<file path="src/design/tccw_pkg.sv">
// Shared types and constants of the text console character writer.
package tccw_pkg;

  // Operation codes carried with each input word.
  typedef enum logic [1:0] {
    OP_PUT   = 2'd0,
    OP_SET   = 2'd1,
    OP_CLEAR = 2'd2,
    OP_READ  = 2'd3
  } op_t;

  // Control bytes that put-char interprets.
  localparam logic [7:0] CH_NEWLINE   = 8'd10;
  localparam logic [7:0] CH_TAB       = 8'd9;
  localparam logic [7:0] CH_BACKSPACE = 8'd8;
  localparam logic [7:0] CH_BLANK     = 8'd32;

  // Foreground of the blanks that fill the screen after reset.
  localparam logic [3:0] RESET_FG = 4'hF;

  // Commands from the controller to the datapath.
  typedef struct packed {
    logic in_ready;
    logic load_item;
    logic exec;
    logic write_cell;
    logic read_cell;
    logic copy_rd;
    logic scroll_start;
    logic drain;
    logic fill_wr;
    logic fill_reset;
    logic out_load;
  } cmd_t;

  // Status from the datapath to the controller.
  typedef struct packed {
    op_t  op;
    logic row_over;
    logic cnt_last;
    logic out_free;
  } status_t;

endpackage

</file>
<file path="src/design/tccw_ctrl.sv">
// Controller state machine of the text console character writer.
module tccw_ctrl (
  input  logic             clk,
  input  logic             rst,
  input  logic             in_valid,
  input  tccw_pkg::status_t status,
  output tccw_pkg::cmd_t    cmd
);

  typedef enum logic [3:0] {
    ST_INIT,
    ST_IDLE,
    ST_EXEC,
    ST_WRITE,
    ST_READ,
    ST_COPY,
    ST_DRAIN,
    ST_FILL,
    ST_FINISH
  } state_t;

  state_t state;
  state_t state_next;

  // Command decode and next state.
  always_comb begin
    cmd        = '0;
    state_next = state;
    unique case (state)
      ST_INIT: begin
        cmd.fill_wr    = 1'b1;
        cmd.fill_reset = 1'b1;
        if (status.cnt_last) state_next = ST_IDLE;
      end
      ST_IDLE: begin
        cmd.in_ready = 1'b1;
        if (in_valid) begin
          cmd.load_item = 1'b1;
          state_next    = ST_EXEC;
        end
      end
      ST_EXEC: begin
        cmd.exec = 1'b1;
        unique case (status.op)
          tccw_pkg::OP_PUT:   state_next = ST_WRITE;
          tccw_pkg::OP_SET:   state_next = ST_FINISH;
          tccw_pkg::OP_CLEAR: state_next = ST_FILL;
          tccw_pkg::OP_READ:  state_next = ST_READ;
          default:            state_next = ST_FINISH;
        endcase
      end
      ST_WRITE: begin
        cmd.write_cell = 1'b1;
        if (status.row_over) begin
          cmd.scroll_start = 1'b1;
          state_next       = ST_COPY;
        end else begin
          state_next = ST_FINISH;
        end
      end
      ST_READ: begin
        cmd.read_cell = 1'b1;
        state_next    = ST_FINISH;
      end
      ST_COPY: begin
        cmd.copy_rd = 1'b1;
        if (status.cnt_last) state_next = ST_DRAIN;
      end
      ST_DRAIN: begin
        cmd.drain  = 1'b1;
        state_next = ST_FILL;
      end
      ST_FILL: begin
        cmd.fill_wr = 1'b1;
        if (status.cnt_last) state_next = ST_FINISH;
      end
      ST_FINISH: begin
        if (status.out_free) begin
          cmd.out_load = 1'b1;
          state_next   = ST_IDLE;
        end
      end
      default: state_next = ST_IDLE;
    endcase
  end

  // State register; reset starts the clearing pass.
  always_ff @(posedge clk) begin
    if (rst) begin
      state <= ST_INIT;
    end else begin
      state <= state_next;
    end
  end

endmodule

</file>
<file path="config.mk">
export PLATFORM = sky130hd
export DESIGN_NAME = tccw_ctrl
export DESIGN_NICKNAME = d
export VERILOG_FILES = /design/src/design/tccw_pkg.sv /design/src/design/tccw_ctrl.sv
export SDC_FILE = /design/constraint.sdc
export NUM_CORES = 1
export LEC_CHECK = 0
export BUFFER_PORTS_ARGS = -buffer_cell sky130_fd_sc_hd__buf_2
export CORE_AREA = 2 2 39 41
export DETAILED_ROUTE_END_ITERATION = 8
export DIE_AREA = 0 0 41 43
export GPL_ROUTABILITY_DRIVEN = 0
export SETUP_SLACK_MARGIN = 0.05
export SYNTH_ARGS = -nofsm -noshare
export SYNTH_HDL_FRONTEND = slang
export SYNTH_SLANG_ARGS = --single-unit
</file>
<file path="constraint.sdc">
create_clock -name clk -period 1.4 [get_ports clk]
set_input_delay 0 -clock clk [delete_from_list [all_inputs] [get_ports clk]]
set_output_delay 0 -clock clk [all_outputs]
set_load 0.02 [all_outputs]
</file>
Word-level counts from Yosys, hierarchy flattened
Cells that the tools add are included.
W data, S select, Z words.
- eq/ne operators: 16
- reductions and logical operators: 4
- multiplexer cells: 21
- operators with widths (kind ; number):
    $pmux W4 S9 ; 1
    $mux W4 ; 6
    $eq A4 B3 Y1 const B ; 4
    $pmux W4 S4 ; 1
    $mux W1 ; 12
    $ne A2 B2 Y1 const B ; 5
    $eq A4 B2 Y1 const B ; 2
    $reduce_and A5 Y1 ; 1
    $eq A2 B2 Y1 const B ; 2
    $eq A4 B1 Y1 const B ; 1
    $eq A4 B4 Y1 const B ; 1
    $logic_not A4 Y1 ; 1
    $eq A2 B1 Y1 const B ; 1
    $logic_not A2 Y1 ; 1
    $mux W2 ; 1
    $reduce_or A2 Y1 ; 1
- output and inout port bits: 11
- logic and storage cells: 42
- register bits: 4

Logic depth before layout (Yosys ltp)
Gate-level depths: netlist of the first run.
- depth in word-level cells: 3
- mapped depth: 5
- mapped depth without buffers: 4

Least setup slack after synthesis of the first run
No wires, ideal clock.
- kind: register to register
- start point: reg state[2]
- end point: reg state[0]
- setup time: 122 ps
- cell stages (with the launch flop): 5
- arrival time: 1289 ps
- data required time: 1278 ps
- buffers on the path: 0
- slack: -11 ps
- clock period less this slack: 1411 ps
- cell sequence: dfxtp_1 or3_4 a211oi_4 o21bai_1 o311a_1
- word-level cells in the longest chain between the ends: 3
- elaborated cells between the ends (all ways): 16
- classes of those cells: eq/ne (13); mux (1); reduce/logical (2)
- ends and longest elaborated chain (item ; RTL line ; source):
    from (decl) ; tccw_ctrl.sv:22 ; state_t state;
    from (signal assigned) ; tccw_ctrl.sv:92 ; state <= state_next;
    $eq A4 B3 Y1, or another cell as far along ; tccw_ctrl.sv:29 ; unique case (state)
    $ne A2 B2 Y1 (no source line) ; - ;
    $reduce_and A5 Y1 (no source line) ; - ;
Several ways; a longest one is shown, not always the timed one.
A chain may end at the register's enable or synchronous reset.

Worst setup path in the final report of the first run
- start point: reg state[0]
- end point: reg state[0]
The elaborated chain is that of the path after synthesis.

==> summary.txt, run 1 <==
Run status
  • Status: finished with violations
  • Failing checks: negative setup slack

Clocking
  • CTS tree: yes
  • CTS H-tree lvls: 1
  • Clock buffer count from CTS: 3
  • Clock buffer depth: 2
  • Clock Latency Late Sink: 230 ps
  • CTS Sinks: 4
  • CTS root buf: clkbuf_4
  • CTS clock-pin slew for the worst setup and hold paths: 40 ps

Worst setup path
  • FF-to-FF path depth: 4
  • Critical path fanouts, max: 7
  • CP arrival: 1640 ps
  • Worst EP required: 1560 ps
  • Reg2reg start: state[0]
  • Origin of the worst setup path: state[0]
  • Worst r2r dst: state[0]
  • Crit path launch type: flip-flop
  • R2R setup slack: -80 ps
  • Worst Setup End Kind: flip-flop
  • Crit Path Class: reg -> reg

Power and ir drop
  • Leakage power: 0.000363 µW
  • Sequential group share of total power: 0.139
  • Pint: 919 µW
  • Psw: 661 µW
  • Sw Ratio: 0.418
  • Peak VDD IR: 1.02 mV
  • Power density over the cells: 1950 nW/µm²
  • Clock power frac: 0.087
  • Comb pwr share: 0.774

Layout
  • Top reg by flops: state
  • Largest register FFs: 4
  • Share of cells above drive strength 1: 0.629
  • Commonest non-fill, non-tap cell in the layout: buf_4
  • Multi-input logic area: 369 µm²
  • Most frequent cells in the layout: 22 x buf_4, 14 x buf_2, 4 x nor2_1, 4 x nand2_1, 4 x nor3_1
  • Design area: 810 µm²
  • Area added between synthesis and finish: 93.7%
  • Top flop regs: state x4
  • Final nets: 107
  • Diode count: 0
  • Reg area: 87.6 µm²
  • Filler cell count: 126

Routing
  • First-pass DRT Iterations: 4
  • Vias: 557
  • DRC viols: 0
  • Drt wl/cell: 12.1 µm
  • Drt total wl: 1370 µm
  • DR iter-0 viols: 8
  • Antenna Nets Post-Route: 0
  • Vias/cell: 4.93

STA
  • Setup violators final: 6
  • Unrepaired setup endpoints after global routing: yes
  • Setup ws final: -76.4 ps
  • Highest Clock Rate: 677 MHz
  • Slew @ Worst Pin: 378 ps
  • Fin Hold WS: 89.3 ps
  • Worst relative slew slack: 0.748
  • Crit share post-route: 1.05
  • Final hold viol count: 0
  • Fin crit period: 1480 ps
  • Slew Viols, Final: 0
  • Worst Clk Skew: 2.93 ps

Die
  • Initial Util: 0.302
  • Std cell rows: 14
  • IO Pins: 19
  • Die height: 43 µm
  • Die area: 1760 µm²
  • Die width: 41 µm
  • Total core area: 1380 µm²

Synth
  • Avg Inst Size Synth: 7.33 µm²
  • #FFs+latches synth: 4
  • Synth Cell Area: 418 µm²
  • Seq/Total Area, Yosys: 0.192
  • Gate count after technology mapping: 57
  • Unique masters post-synth: 29
  • Synth Warn #: 0
  • Syn_nets: 65

Flow run
  • Max_cap viols: 0

Place
  • HPWL after DPL: 938 µm
  • Dpl cell area: 654 µm²
  • Port Buffers: 18

GRT
  • Largest net degree at the start of global routing: 10
  • Global-route wire length before repair: 1970 µm
  • Gr ovfl total: 0
  • GRT Total Usage: 0.157
  • Vias in the first global route: 489
  • Antenna violations before repair: 0

Min path
  • Hold Crit Start: rst
  • Hold Path Class: in -> reg
  • Min-Delay Endpoint: state[1]
  • Worst Hold Path Cells: 3
==> cells by family (layout without fill, tap and decap cells) <==
logic type                Yosys count  count (layout)  synth area share
AOI/OAI and AO/OA                  14              14             0.299
buffers and inverters               7              47            0.0718
xor gates and xnor gates            1               1            0.0210
DFF                                 4               4             0.192
and+or+nand+nor                    31              31             0.416
==> cells in the mapped netlist, drive strengths merged <==
| library cell | count | area, µm² |
|---|---|---|
| nor2 | 5 | 18.8 |
| nor3 | 5 | 25.0 |
| a211oi | 4 | 47.5 |
| dfxtp | 4 | 80.1 |
| nand2 | 4 | 15.0 |
| nand2b | 4 | 25.0 |
| buf | 3 | 15.0 |
| inv | 3 | 11.3 |
| nand3 | 3 | 15.0 |
| and2 | 2 | 12.5 |
| nor4 | 2 | 12.5 |
| o21ai | 2 | 10.0 |
| or3b | 2 | 17.5 |
| a2111o | 1 | 11.3 |
| a2111oi | 1 | 8.76 |
| a211o | 1 | 8.76 |
| a21oi | 1 | 5.00 |
| clkbuf | 1 | 3.75 |
| nor2b | 1 | 6.26 |
| nor4b | 1 | 8.76 |
| o21bai | 1 | 7.51 |
| o311a | 1 | 10.0 |
| o31ai | 1 | 7.51 |
| o41ai | 1 | 8.76 |
| or2 | 1 | 6.26 |
| or3 | 1 | 11.3 |
| xnor2 | 1 | 8.76 |
==> power groups by stage <==
stage / clock, µW / sequential [µW] / combinational, µW
floorplan: 0 / 182 / 547
global placement: 0 / 208 / 955
detailed placement: 0 / 206 / 958
CTS: 148 / 209 / 1050
global route: 148 / 224 / 1310
finish: 137 / 220 / 1220
==> worst max-delay path, cell delays in order, from the launching register on <==
cell and delay, ps:
dfxtp_4 360, or3b_1 420, a211oi_4 280, buf_4 170
o311a_1 170
==> metrics by stage <==
stage | setup TNS (ps) | utilization | power, µW | cells | setup WS, ps
after CTS | -231 | 0.528 | 1410 | 111 | -66.3
after floorplan | 0 | - | 729 | 57 | 20.5
after detailed placement | -354 | 0.473 | 1160 | 104 | -139
after global placement | -373 | 0.473 | 1160 | 104 | -236
final | -327 | 0.585 | 1580 | 113 | -76.4
after global routing | -572 | 0.585 | 1680 | 113 | -130
==> per-layer routing <==
| layer | track usage | up-vias | wire, µm |
|---|---|---|---|
| met1 | 0.194 | 249 | 573 |
| met3 | 0.0157 | 2 | 51 |
| met5 | 0 | - | 0 |
| li1 | - | 294 | - |
| met4 | 0.0800 | 0 | 10 |
| met2 | 0.253 | 12 | 737 |
==> repair_timing <==
item                                    CTS  global route
resized for setup                         8            16
setup buffers                             3             2
endpoints found under the setup margin   10            11
pin swaps                                 1             4
endpoints found under the hold margin     1             0
hold buffers                              1             0
==> cell type report <==
class	count	share of cell area
clock buffer	3	0.0278
inverter	3	0.0139
multi-input combinational	46	0.456
tap	16	0.0247
timing repair buffer	41	0.369
sequential	4	0.108
==> worst max-delay path by stage <==
stage | end | slack, ps
floorplan | state[0] | 20
global placement | state[3] | -240
detailed placement | state[0] | -140
CTS | state[1] | -70
global route | state[1] | -130
finish | state[0] | -80
Note: power is estimated with default switching activity, not from simulation.
==> run 2, diff against run 1 <==
--- a/config.mk
+++ b/config.mk
@@ -5,10 +5,10 @@
 export SDC_FILE = /design/constraint.sdc
 export NUM_CORES = 1
 export LEC_CHECK = 0
-export BUFFER_PORTS_ARGS = -buffer_cell sky130_fd_sc_hd__buf_2
 export CORE_AREA = 2 2 39 41
 export DETAILED_ROUTE_END_ITERATION = 8
 export DIE_AREA = 0 0 41 43
+export DONT_BUFFER_PORTS = 1
 export GPL_ROUTABILITY_DRIVEN = 0
 export SETUP_SLACK_MARGIN = 0.05
 export SYNTH_ARGS = -nofsm -noshare
==> summary.txt, run 2 (synthesis results as in run 1) <==
Routing
  • Vias/cell: 5.37 (+8.8%)
  • DRC viols: 0 (unchanged)
  • Antenna Nets Post-Route: 0 (unchanged)
  • Vias: 558 (+0.18%)
  • DR iter-0 viols: 21 (+13)
  • Drt wl/cell: 14.3 µm (+18%)
  • Drt total wl: 1490 µm (+8.3%)
  • First-pass DRT Iterations: 4 (unchanged)

GRT
  • Gr ovfl total: 0 (unchanged)
  • Vias in the first global route: 489 (unchanged)
  • Global-route wire length before repair: 1960 µm (-0.36%)
  • Antenna violations before repair: 0 (unchanged)
  • Largest net degree at the start of global routing: 8 (-2)
  • GRT Total Usage: 0.164 (+0.00755)

Die
  • Initial Util: 0.302 (unchanged)
  • Die area: 1760 µm² (unchanged)
  • Total core area: 1380 µm² (unchanged)
  • Die width: 41 µm (unchanged)
  • Die height: 43 µm (unchanged)
  • Std cell rows: 14 (unchanged)
  • IO Pins: 19 (unchanged)

Worst setup path
  • Crit path launch type: flip-flop
  • Worst Setup End Kind: flip-flop
  • Max incr delay on CP: 380 ps (-40 ps)
  • Family with the most delay on the worst path: compound AO/OA/AOI/OAI gates
  • Worst EP required: 1570 ps (about the same)
  • Crit path max-delay cell type: dfxtp_4
  • Critical path fanouts, max: 7 (unchanged)
  • Worst Path Buf+Inv: 2 (+1)
  • Cell Chain, Critical Path: buf_6 -> or3b_4 -> a211oi_2 -> buf_4 -> o311a_1
  • Crit Path Class: reg -> reg
  • R2R setup slack: -110 ps (-30 ps)
  • Reg2reg start: state[0]
  • CP arrival: 1670 ps (+30 ps)
  • Worst r2r dst: state[0]
  • FF-to-FF path depth: 5 (+1)

Min path
  • Min-Delay Endpoint: state[3]
  • Worst Hold Path Cells: 2 (-1)
  • Hold Path Class: in -> reg
  • Hold Crit Start: status[0]

Layout
  • Diode count: 0 (unchanged)
  • Commonest non-fill, non-tap cell in the layout: buf_4
  • Filler cell count: 125 (-0.79%)
  • Share of cells above drive strength 1: 0.659 (+0.0302)
  • Largest register FFs: 4 (unchanged)
  • Area added between synthesis and finish: 90.7%
  • Top flop regs: state x4
  • Final Core Density: 0.576 (-0.00904)
  • Final nets: 98 (-8.4%)
  • Most frequent cells in the layout: 28 x buf_4, 4 x nand2_1, 4 x nor3_2
  • Reg area: 90.1 µm² (+2.9%)
  • Top reg by flops: state
  • Multi-input logic area: 399 µm² (+8.1%)

Clocking
  • CTS Sinks: 4 (unchanged)
  • Clock buffer count from CTS: 3 (unchanged)
  • CTS tree: yes
  • CTS H-tree lvls: 1 (unchanged)
  • Clock Latency Late Sink: 230 ps (about the same)
  • CTS clock-pin slew for the worst setup and hold paths: 30 ps (about the same)
  • Clock buffer depth: 2 (unchanged)
  • CTS root buf: clkbuf_4

Power and ir drop
  • Peak VDD IR: 0.858 mV (-15%)
  • Power density over the cells: 2010 nW/µm² (+3.0%)
  • Leakage power: 0.000334 µW (-7.9%)

STA
  • Crit share post-route: 1.08 (+0.0211)
  • Highest Clock Rate: 664 MHz (-2.0%)
  • Unrepaired setup endpoints after global routing: yes
  • Worst Clk Skew: 1.53 ps (-1.40 ps)
  • Final hold viol count: 0 (unchanged)
  • Worst relative slew slack: 0.772 (+0.0244)
  • Slew @ Worst Pin: 340 ps (-37.6 ps)
  • Setup TNS: -291 ps (+35.5 ps)
  • Fin crit period: 1510 ps (+29.5 ps)
  • Slew Viols, Final: 0 (unchanged)
  • Setup ws final: -106 ps (-29.5 ps)
  • Fin Hold WS: 28.8 ps (-60.4 ps)
  • Setup violators final: 3 (-3)

Place
  • HPWL after DPL: 894 µm (-4.7%)
  • DP Worst Slack: -131 ps (+7.16 ps)
  • Port Buffers: 0 (-18)

Run status
  • Status: finished with violations
  • Failing checks: negative setup slack

Flow run
  • Max_cap viols: 0 (unchanged)
==> run 2: cell types whose count changed in the layout (fill, tap and decap cells not counted), moves of 3 or more <==
| cell | delta |
|---|---|
| nor3_1 | -3 |
| buf_4 | +6 |
| buf_2 | -14 |
| nor3_2 | +4 |
==> run 2: through the flow <==
step                total power [µW]  cells  area (µm²)
floorplan                        729     57         423
global placement                1130     93         604
detailed placement              1130     93         604
CTS                             1460    102         706
global route                    1710    104         797
finish                          1600    104         797
==> run 2: timing repair <==
action / CTS / global route
endpoints found under the setup margin: 8 / 10
gates resized for setup: 13 / 16
hold endpoints to repair: 4 / 4
setup buffers: 6 / 1
pin swaps: 5 / 4
==> run 2: worst max path at each step <==
stage,startpoint,end,cells after the start
after CTS,state[0],state[1],5
after global routing,state[0],state[0],5
after detailed placement,state[0],state[0],4
after global placement,state[0],state[0],4
final,state[0],state[0],5
after floorplan,state[2],state[0],4
==> run 2: power breakdown <==
part | switching (µW) | total (µW) | internal (µW)
clock network | 43.9 | 140 | 95.6
registers | 55.0 | 219 | 164
logic | 579 | 1240 | 665
total | 678 | 1600 | 925
==> run 2: routing by layer <==
layer	global-route usage	vias up	routed length [µm]
met2	0.269	17	789
met1	0.183	266	612
met3	0.0471	2	71
met4	0.0800	0	12
met5	0	-	0
li1	-	273	-
==> run 2: area by class of cell <==
class / instances / area share
repair buffers: 32 / 0.319
multi-input cells: 46 / 0.501
flip-flops and latches: 4 / 0.113
inverters: 3 / 0.0141
well taps: 16 / 0.0251
clock buffers: 3 / 0.0283
==> run 2: worst reg2reg max path: cells and delay by family (launching register included) <==
kind | cells | cell delay [ps]
compound gates | 2 | 410
buf+inv | 2 | 290
flops | 1 | 380
simple gates | 1 | 370
